--- src/hdl/ovl_pkg.sv ---
// Shared constants, codes and types for the ordered value list.
`timescale 1ns / 1ps

package ovl_pkg;

  // List capacity and derived widths
  localparam int DEPTH = 16;
  localparam int IDX_W = (DEPTH > 1) ? $clog2(DEPTH) : 1;
  localparam int CNT_W = $clog2(DEPTH + 1);

  // Fixed field widths of the channels
  localparam int KIND_W   = 2;
  localparam int VALUE_W  = 32;
  localparam int STATUS_W = 2;
  localparam int POS_W    = 8;
  localparam int COUNT_W  = 9;

  typedef enum logic [KIND_W-1:0] {
    KIND_APPEND = 2'd0,
    KIND_REMOVE = 2'd1,
    KIND_FIND   = 2'd2
  } kind_t;

  typedef enum logic [STATUS_W-1:0] {
    STATUS_DONE      = 2'd0,
    STATUS_NOT_FOUND = 2'd1,
    STATUS_FULL      = 2'd2
  } status_t;

  // Per-transaction control broadcast to every cell
  typedef struct packed {
    logic append_go;
    logic remove_go;
  } cell_ctl_t;

endpackage

--- src/hdl/ovl_in_if.sv ---
// Input channel: operation kind and value with valid/ready handshake.
`timescale 1ns / 1ps

interface ovl_in_if;
  logic                         valid;
  logic                         ready;
  logic [ovl_pkg::KIND_W-1:0]   kind;
  logic signed [ovl_pkg::VALUE_W-1:0] item_value;

  modport source (output valid, output kind, output item_value, input ready);
  modport sink   (input valid, input kind, input item_value, output ready);
endinterface

--- src/hdl/ovl_out_if.sv ---
// Result channel: status, position, entry count and empty flag.
`timescale 1ns / 1ps

interface ovl_out_if;
  logic                          valid;
  logic                          ready;
  logic [ovl_pkg::STATUS_W-1:0]  status;
  logic [ovl_pkg::POS_W-1:0]     position;
  logic [ovl_pkg::COUNT_W-1:0]   entry_count;
  logic                          is_empty;

  modport source (output valid, output status, output position, output entry_count,
                  output is_empty, input ready);
  modport sink   (input valid, input status, input position, input entry_count,
                  input is_empty, output ready);
endinterface

--- src/hdl/ovl_cell.sv ---
// One list cell: holds a value, compares it and shifts toward the head on remove.
`timescale 1ns / 1ps

module ovl_cell (
  input  logic                                clk,
  input  ovl_pkg::cell_ctl_t                  ctl,
  input  logic                                occupied,
  input  logic                                is_tail,
  input  logic signed [ovl_pkg::VALUE_W-1:0]  item_value,
  input  logic signed [ovl_pkg::VALUE_W-1:0]  right_value,
  input  logic                                seen_in,
  output logic                                seen_out,
  output logic                                match,
  output logic signed [ovl_pkg::VALUE_W-1:0]  value
);

  logic signed [ovl_pkg::VALUE_W-1:0] value_r;
  logic signed [ovl_pkg::VALUE_W-1:0] value_nxt;

  // Compare against the searched value; only held entries count
  assign match    = occupied && (value_r == item_value);
  assign seen_out = seen_in || match;
  assign value    = value_r;

  // Append writes the tail slot; remove pulls from the right at and past the hit
  always_comb begin
    value_nxt = value_r;
    if (ctl.append_go && is_tail) begin
      value_nxt = item_value;
    end else if (ctl.remove_go && seen_out) begin
      value_nxt = right_value;
    end
  end

  always_ff @(posedge clk) begin
    value_r <= value_nxt;
  end

endmodule

--- src/hdl/ordered_value_list_top.sv ---
// Ordered value list: a row of compare-and-shift cells with a registered result.
// The result is registered when the input transaction is accepted and is valid in the cycle after it.
// Throughput: one operation per cycle while out_ch takes each result; all cells compare
// and shift in parallel, bounded by the leftmost-match chain across the cell row.
// Reset: synchronous active-low rst_n empties the list and drops any pending result;
// cell values are undefined until written and need no clearing.
`timescale 1ns / 1ps

module ordered_value_list_top (
  input  logic     clk,
  input  logic     rst_n,
  ovl_in_if.sink   in_ch,
  ovl_out_if.source out_ch
);

  localparam int DEPTH = ovl_pkg::DEPTH;

  logic [ovl_pkg::CNT_W-1:0] count_r;
  logic [ovl_pkg::CNT_W-1:0] count_nxt;

  logic                              out_valid_r;
  logic [ovl_pkg::STATUS_W-1:0]      status_r;
  logic [ovl_pkg::POS_W-1:0]         position_r;
  logic [ovl_pkg::COUNT_W-1:0]       entry_count_r;
  logic                              is_empty_r;
  logic [ovl_pkg::STATUS_W-1:0]      status_nxt;
  logic [ovl_pkg::POS_W-1:0]         position_nxt;

  logic                        accept;
  logic                        full;
  logic                        found;
  logic                        do_append;
  logic                        do_remove;
  logic [ovl_pkg::IDX_W-1:0]   hit_idx;
  ovl_pkg::cell_ctl_t          ctl;

  logic [DEPTH-1:0] occupied;
  logic [DEPTH-1:0] is_tail;
  logic [DEPTH-1:0] match;
  logic [DEPTH-1:0] first_hit;
  logic [DEPTH:0]   seen;
  logic signed [ovl_pkg::VALUE_W-1:0] cell_value [DEPTH];

  // Handshake: take a new transaction whenever the result register frees up
  assign in_ch.ready = !out_valid_r || out_ch.ready;
  assign accept      = in_ch.valid && in_ch.ready;

  // Occupancy and tail position from the count
  always_comb begin
    for (int i = 0; i < DEPTH; i++) begin
      occupied[i] = ovl_pkg::CNT_W'(i) < count_r;
      is_tail[i]  = ovl_pkg::CNT_W'(i) == count_r;
    end
  end

  assign full = count_r == ovl_pkg::CNT_W'(DEPTH);

  // Cell row; the seen chain marks cells at and right of the leftmost match
  assign seen[0] = 1'b0;

  for (genvar g = 0; g < DEPTH; g++) begin : g_cell
    logic signed [ovl_pkg::VALUE_W-1:0] right_value;
    if (g == DEPTH - 1) begin : g_last
      assign right_value = cell_value[g];
    end else begin : g_mid
      assign right_value = cell_value[g+1];
    end

    ovl_cell u_cell (
      .clk        (clk),
      .ctl        (ctl),
      .occupied   (occupied[g]),
      .is_tail    (is_tail[g]),
      .item_value (in_ch.item_value),
      .right_value(right_value),
      .seen_in    (seen[g]),
      .seen_out   (seen[g+1]),
      .match      (match[g]),
      .value      (cell_value[g])
    );
  end

  // Leftmost match index from the one-hot first hit
  always_comb begin
    hit_idx = '0;
    for (int i = 0; i < DEPTH; i++) begin
      first_hit[i] = match[i] && !seen[i];
      if (first_hit[i]) begin
        hit_idx = hit_idx | ovl_pkg::IDX_W'(i);
      end
    end
  end

  assign found = seen[DEPTH];

  // Operation decode and result fields
  always_comb begin
    do_append    = 1'b0;
    do_remove    = 1'b0;
    status_nxt   = ovl_pkg::STATUS_DONE;
    position_nxt = '0;
    case (ovl_pkg::kind_t'(in_ch.kind))
      ovl_pkg::KIND_APPEND: begin
        if (full) begin
          status_nxt = ovl_pkg::STATUS_FULL;
        end else begin
          do_append = 1'b1;
        end
      end
      ovl_pkg::KIND_REMOVE: begin
        if (found) begin
          do_remove = 1'b1;
        end else begin
          status_nxt = ovl_pkg::STATUS_NOT_FOUND;
        end
      end
      ovl_pkg::KIND_FIND: begin
        if (found) begin
          position_nxt = ovl_pkg::POS_W'(hit_idx);
        end else begin
          status_nxt = ovl_pkg::STATUS_NOT_FOUND;
        end
      end
      default: begin
        status_nxt = ovl_pkg::STATUS_DONE;
      end
    endcase
  end

  assign ctl.append_go = accept && do_append;
  assign ctl.remove_go = accept && do_remove;

  // Next count
  always_comb begin
    count_nxt = count_r;
    if (ctl.append_go) begin
      count_nxt = count_r + ovl_pkg::CNT_W'(1);
    end else if (ctl.remove_go) begin
      count_nxt = count_r - ovl_pkg::CNT_W'(1);
    end
  end

  // Control registers
  always_ff @(posedge clk) begin
    if (!rst_n) begin
      count_r     <= '0;
      out_valid_r <= 1'b0;
    end else begin
      count_r <= count_nxt;
      if (accept) begin
        out_valid_r <= 1'b1;
      end else if (out_ch.ready) begin
        out_valid_r <= 1'b0;
      end
    end
  end

  // Result payload register
  always_ff @(posedge clk) begin
    if (accept) begin
      status_r      <= status_nxt;
      position_r    <= position_nxt;
      entry_count_r <= ovl_pkg::COUNT_W'(count_nxt);
      is_empty_r    <= count_nxt == '0;
    end
  end

  assign out_ch.valid       = out_valid_r;
  assign out_ch.status      = status_r;
  assign out_ch.position    = position_r;
  assign out_ch.entry_count = entry_count_r;
  assign out_ch.is_empty    = is_empty_r;

endmodule

--- src/flat_wrapper.sv ---
// flat-port wrapper written by rule: the top's interface ports become plain ports
module ordered_value_list_top_flat 
  (clk, rst_n, in_ch_valid, in_ch_kind, in_ch_item_value, in_ch_ready, out_ch_valid, out_ch_status, out_ch_position, out_ch_entry_count, out_ch_is_empty, out_ch_ready);
  ovl_in_if in_ch_i ();
  ovl_out_if out_ch_i ();
  input  logic clk;
  input  logic rst_n;
  input wire logic [$bits(in_ch_i.valid)-1:0] in_ch_valid;
  input wire logic [$bits(in_ch_i.kind)-1:0] in_ch_kind;
  input wire logic [$bits(in_ch_i.item_value)-1:0] in_ch_item_value;
  output wire logic [$bits(in_ch_i.ready)-1:0] in_ch_ready;
  output wire logic [$bits(out_ch_i.valid)-1:0] out_ch_valid;
  output wire logic [$bits(out_ch_i.status)-1:0] out_ch_status;
  output wire logic [$bits(out_ch_i.position)-1:0] out_ch_position;
  output wire logic [$bits(out_ch_i.entry_count)-1:0] out_ch_entry_count;
  output wire logic [$bits(out_ch_i.is_empty)-1:0] out_ch_is_empty;
  input wire logic [$bits(out_ch_i.ready)-1:0] out_ch_ready;
  assign in_ch_i.valid = in_ch_valid;
  assign in_ch_i.kind = in_ch_kind;
  assign in_ch_i.item_value = in_ch_item_value;
  assign in_ch_ready = in_ch_i.ready;
  assign out_ch_valid = out_ch_i.valid;
  assign out_ch_status = out_ch_i.status;
  assign out_ch_position = out_ch_i.position;
  assign out_ch_entry_count = out_ch_i.entry_count;
  assign out_ch_is_empty = out_ch_i.is_empty;
  assign out_ch_i.ready = out_ch_ready;
  ordered_value_list_top u_core (.clk(clk), .rst_n(rst_n), .in_ch(in_ch_i), .out_ch(out_ch_i));
endmodule
--- config.mk ---
export PLATFORM = sky130hd
export DESIGN_NAME = ordered_value_list_top_flat
export DESIGN_NICKNAME = d
export VERILOG_FILES = /design/src/hdl/ovl_pkg.sv /design/src/hdl/ovl_in_if.sv /design/src/hdl/ovl_out_if.sv /design/src/hdl/ovl_cell.sv /design/src/hdl/ordered_value_list_top.sv /design/src/flat_wrapper.sv
export SDC_FILE = /design/constraint.sdc
export NUM_CORES = 1
export LEC_CHECK = 0
export BUFFER_PORTS_ARGS = -buffer_cell sky130_fd_sc_hd__buf_2
export CELL_PAD_IN_SITES_DETAIL_PLACEMENT = 1
export CELL_PAD_IN_SITES_GLOBAL_PLACEMENT = 1
export CORE_MARGIN = 3
export CORE_UTILIZATION = 58
export DETAILED_ROUTE_END_ITERATION = 7
export PLACE_DENSITY_LB_ADDON = 0.12
export SYNTH_ARGS = -nofsm -noshare
export SYNTH_HDL_FRONTEND = slang
export SYNTH_SLANG_ARGS = --single-unit
export TNS_END_PERCENT = 10
--- constraint.sdc ---
create_clock -name clk -period 8.9 [get_ports clk]
set_input_delay 0.445 -clock clk [delete_from_list [all_inputs] [get_ports clk]]
set_output_delay 0.445 -clock clk [all_outputs]
set_load 0.02 [all_outputs]
==> reports/results.txt <==
Count of input and output buffers: 51
Avg WL per Cell: 30.3 µm
DRT iter0 DRCs: 1,561
Die width: 230 µm
Routed vias/inst: 6.33
Detailed placement HPWL: 54,600 µm
Most numerous cell in the Yosys netlist: edfxtp_1
Sequential power share: 50.5%
Pwr Total: 5.39 mW
Yosys warnings: 0
Worst Path Required: 9180 ps
Sequential share of the synthesized area: 54.6%
Gate Count Post-Synth: 2,107
Final Cycle Share: 47.1%
Top cell type's share of synthesized area: 54.2%
# rows: 81
Clock Pin Slew Worst Setup and Hold Paths: 60 ps
WS Path Type: flip-flop to flip-flop
ANT nets after route: 0
PD cells: 172 mW/mm²
First-pass GRT wire length: 126,000 µm
Slowest CP cell: dfxtp_1
Netlist cell types: 59
Root Driver: clkbuf_16
DRC Markers: 0
Die Area: 0.0528 mm²
Core area: 0.0492 mm²
Ranking of synthesized cells by area: edfxtp_1, mux2_2, xor2_1, xnor2_1, nor4_1
Hold_buf cts: 0
Worst-margin pin slew: 1080 ps
Clock Path Buffers: 3
Hold Path Class: primary input to flip-flop
Clock power frac: 43.7%
Hold WS: 95.8 ps
Clk_skew: 27.6 ps
Worst-path fanout max: 29
Mapped Area: 0.0290 mm²
RSZ-0062 raised after global routing: false
Vias post-DR: 17,700
Hold Path Stages: 2
Largest area contributor in the netlist: edfxtp_1
Leak Pwr: 10.7 nW
Layout area overhead: 7.73%
Placer Congestion: 0.914
Reg2Reg Depth: 9
Vias in the first global route: 19,200
DR pass1 iterations: 5
Switching Share: 22.7%
Number of I/O pins: 60
Startpoint Class: flip-flop
Starting Density: 59.1%
Avg Inst Size Synth: 13.8 µm²
Outcome: completed
Register bit total from synthesis: 530
Share of cells above drive strength 1: 30.9%
Fraction of registers with async set/reset: 0%
Total Nets Final: 2,139
Max-capacitance violation count: 0
Internal power: 4.17 mW
Peak supply drop: 0.000196 V
Crit path largest cell delay: 850 ps
Final Setup Violations: 0
Final hold vios: 0
Gate power share: 5.8%
Tmin final: 4190 ps
R2R setup slack: 4710 ps
Worst-Skew Late Latency: 620 ps
Pin count of the biggest net entering global routing: 37
Post-synth EDFFs: 524
CTS tree: built
Crit path cell chain: nor3_1, nor3_1, nand4_1, nor4_1, nor4_2, nand4_4, nand2_1, o21ai_2, buf_4
Inserted Clock Buffers: 57
Switch Pwr: 1.22 mW
Post-CTS setup buffer count: 0
Cell mode on critical path: nor3_1
Die H: 230 µm
Slew headroom: 27.8%
Worst Path Arrival: 4470 ps
Max Transition Viols Final: 0
Post-synth top flop: edfxtp_1
Ant. Diodes: 0
H-tree Lvls: 2
Worst setup EP type: flip-flop
Initial antenna violation count: 3
Commonest cells post-synth: edfxtp_1, mux2_2, xor2_1
Setup TNS: 0 ps
PostCTS Resize Cnt: 0
Fmax: 239 MHz
Total GRT Usage: 32.0%
Overflow after GRT: 0
Final WL: 84,900 µm
Sink Count: 530
==> kinds of logic (layout without fill, tap and decap cells) <==
family / after synthesis / count (layout) / share of synthesized area [%]
multiplexers: 441 / 441 / 17.1
XOR/XNOR: 512 / 512 / 15.5
other: 1 / 8 / 0.0129
buffers and inverters: 200 / 223 / 4.12
adder cells (fa/ha/maj): 9 / 9 / 0.388
AND/OR/NAND/NOR: 327 / 327 / 6.38
flip-flops: 530 / 530 / 54.6
AO/OA/AOI/OAI: 87 / 87 / 1.88
==> power by group through the flow <==
stage	Combinational (mW)	Clock [mW]	Sequential (mW)
finish	0.313	2.36	2.72
global route	0.331	2.49	2.72
CTS	0.309	2.38	2.72
detailed placement	0.305	0	2.77
global placement	0.295	0	2.77
floorplan	0.215	0	2.78
==> placed cells by master (no fill, tap or decap), types with 9 or more instances in the layout <==
cell type,n
edfxtp_1,524
mux2_2,441
xor2_1,376
xnor2_1,133
nor4_1,93
nand2_1,77
clkbuf_16,57
buf_4,56
buf_2,51
nand4_1,47
o21ai_0,43
nor2_1,22
nand3_1,19
nor3_1,19
clkbuf_1,13
clkinv_1,13
inv_1,12
a21oi_1,11
o21ai_2,9
ha_1,9
==> cell type report <==
cell class / count / area, µm²
Inverter: 12 / 45.0
Clock buffer: 76 / 1560
Tap cell: 664 / 831
Timing Repair Buffer: 107 / 676
Sequential cell: 530 / 15900
Multi-Input combinational cell: 1384 / 12100
Clock inverter: 28 / 256
Fill cell: 4614 / 17900
==> sequential cells by signal, summed over array words and instances, names as in the netlist <==
signal                      cells
u_core.g_cell.u_cell.value    512
u_core.out_ch.status            2
u_core.out_ch.entry_count       5
u_core.out_ch.is_empty          1
u_core.out_ch.position          4
u_core.count_r                  5
u_core.out_ch.valid             1
==> metrics by stage <==
step	instance area (µm²)	setup slack (ps)	instances	util [%]
after floorplan	29100	3830	2114	-
after global placement	29500	4470	2697	60.0
after detailed placement	29500	4390	2697	60.0
after CTS	31300	4760	2801	63.6
after global routing	31300	4480	2801	63.6
final	31300	4710	2801	63.6
==> worst max-delay path, delay by kind of cell, from the launching register on <==
kind                   cells  cell delay [ps]
AOI/OAI and AO/OA          1              330
and+or+nand+nor            7             2260
buffers and inverters      1              390
DFF                        1              850
==> per-layer routing <==
metal | wire length [µm] | vias to the layer above | GRT usage, %
met5 | 0 | - | 0
met4 | 2690 | 0 | 10.1
met3 | 5210 | 174 | 5.49
met2 | 43200 | 651 | 56.2
met1 | 33800 | 9254 | 40.7
li1 | - | 7662 | -
==> path summary, 6_finish.rpt <==
| kind | start | end |
|---|---|---|
| worst max-delay path | u_core.count_r[4]$_SDFF_PN0_ | u_core.g_cell[2].u_cell.value[26]$_DFFE_PP_ |
| worst min-delay path | rst_n | u_core.count_r[4]$_SDFF_PN0_ |
| worst max register to register | u_core.count_r[4]$_SDFF_PN0_ | u_core.g_cell[2].u_cell.value[26]$_DFFE_PP_ |
| worst min register to register | u_core.g_cell[8].u_cell.value[10]$_DFFE_PP_ | u_core.g_cell[7].u_cell.value[10]$_DFFE_PP_ |
(Power assumes the default switching activity.)
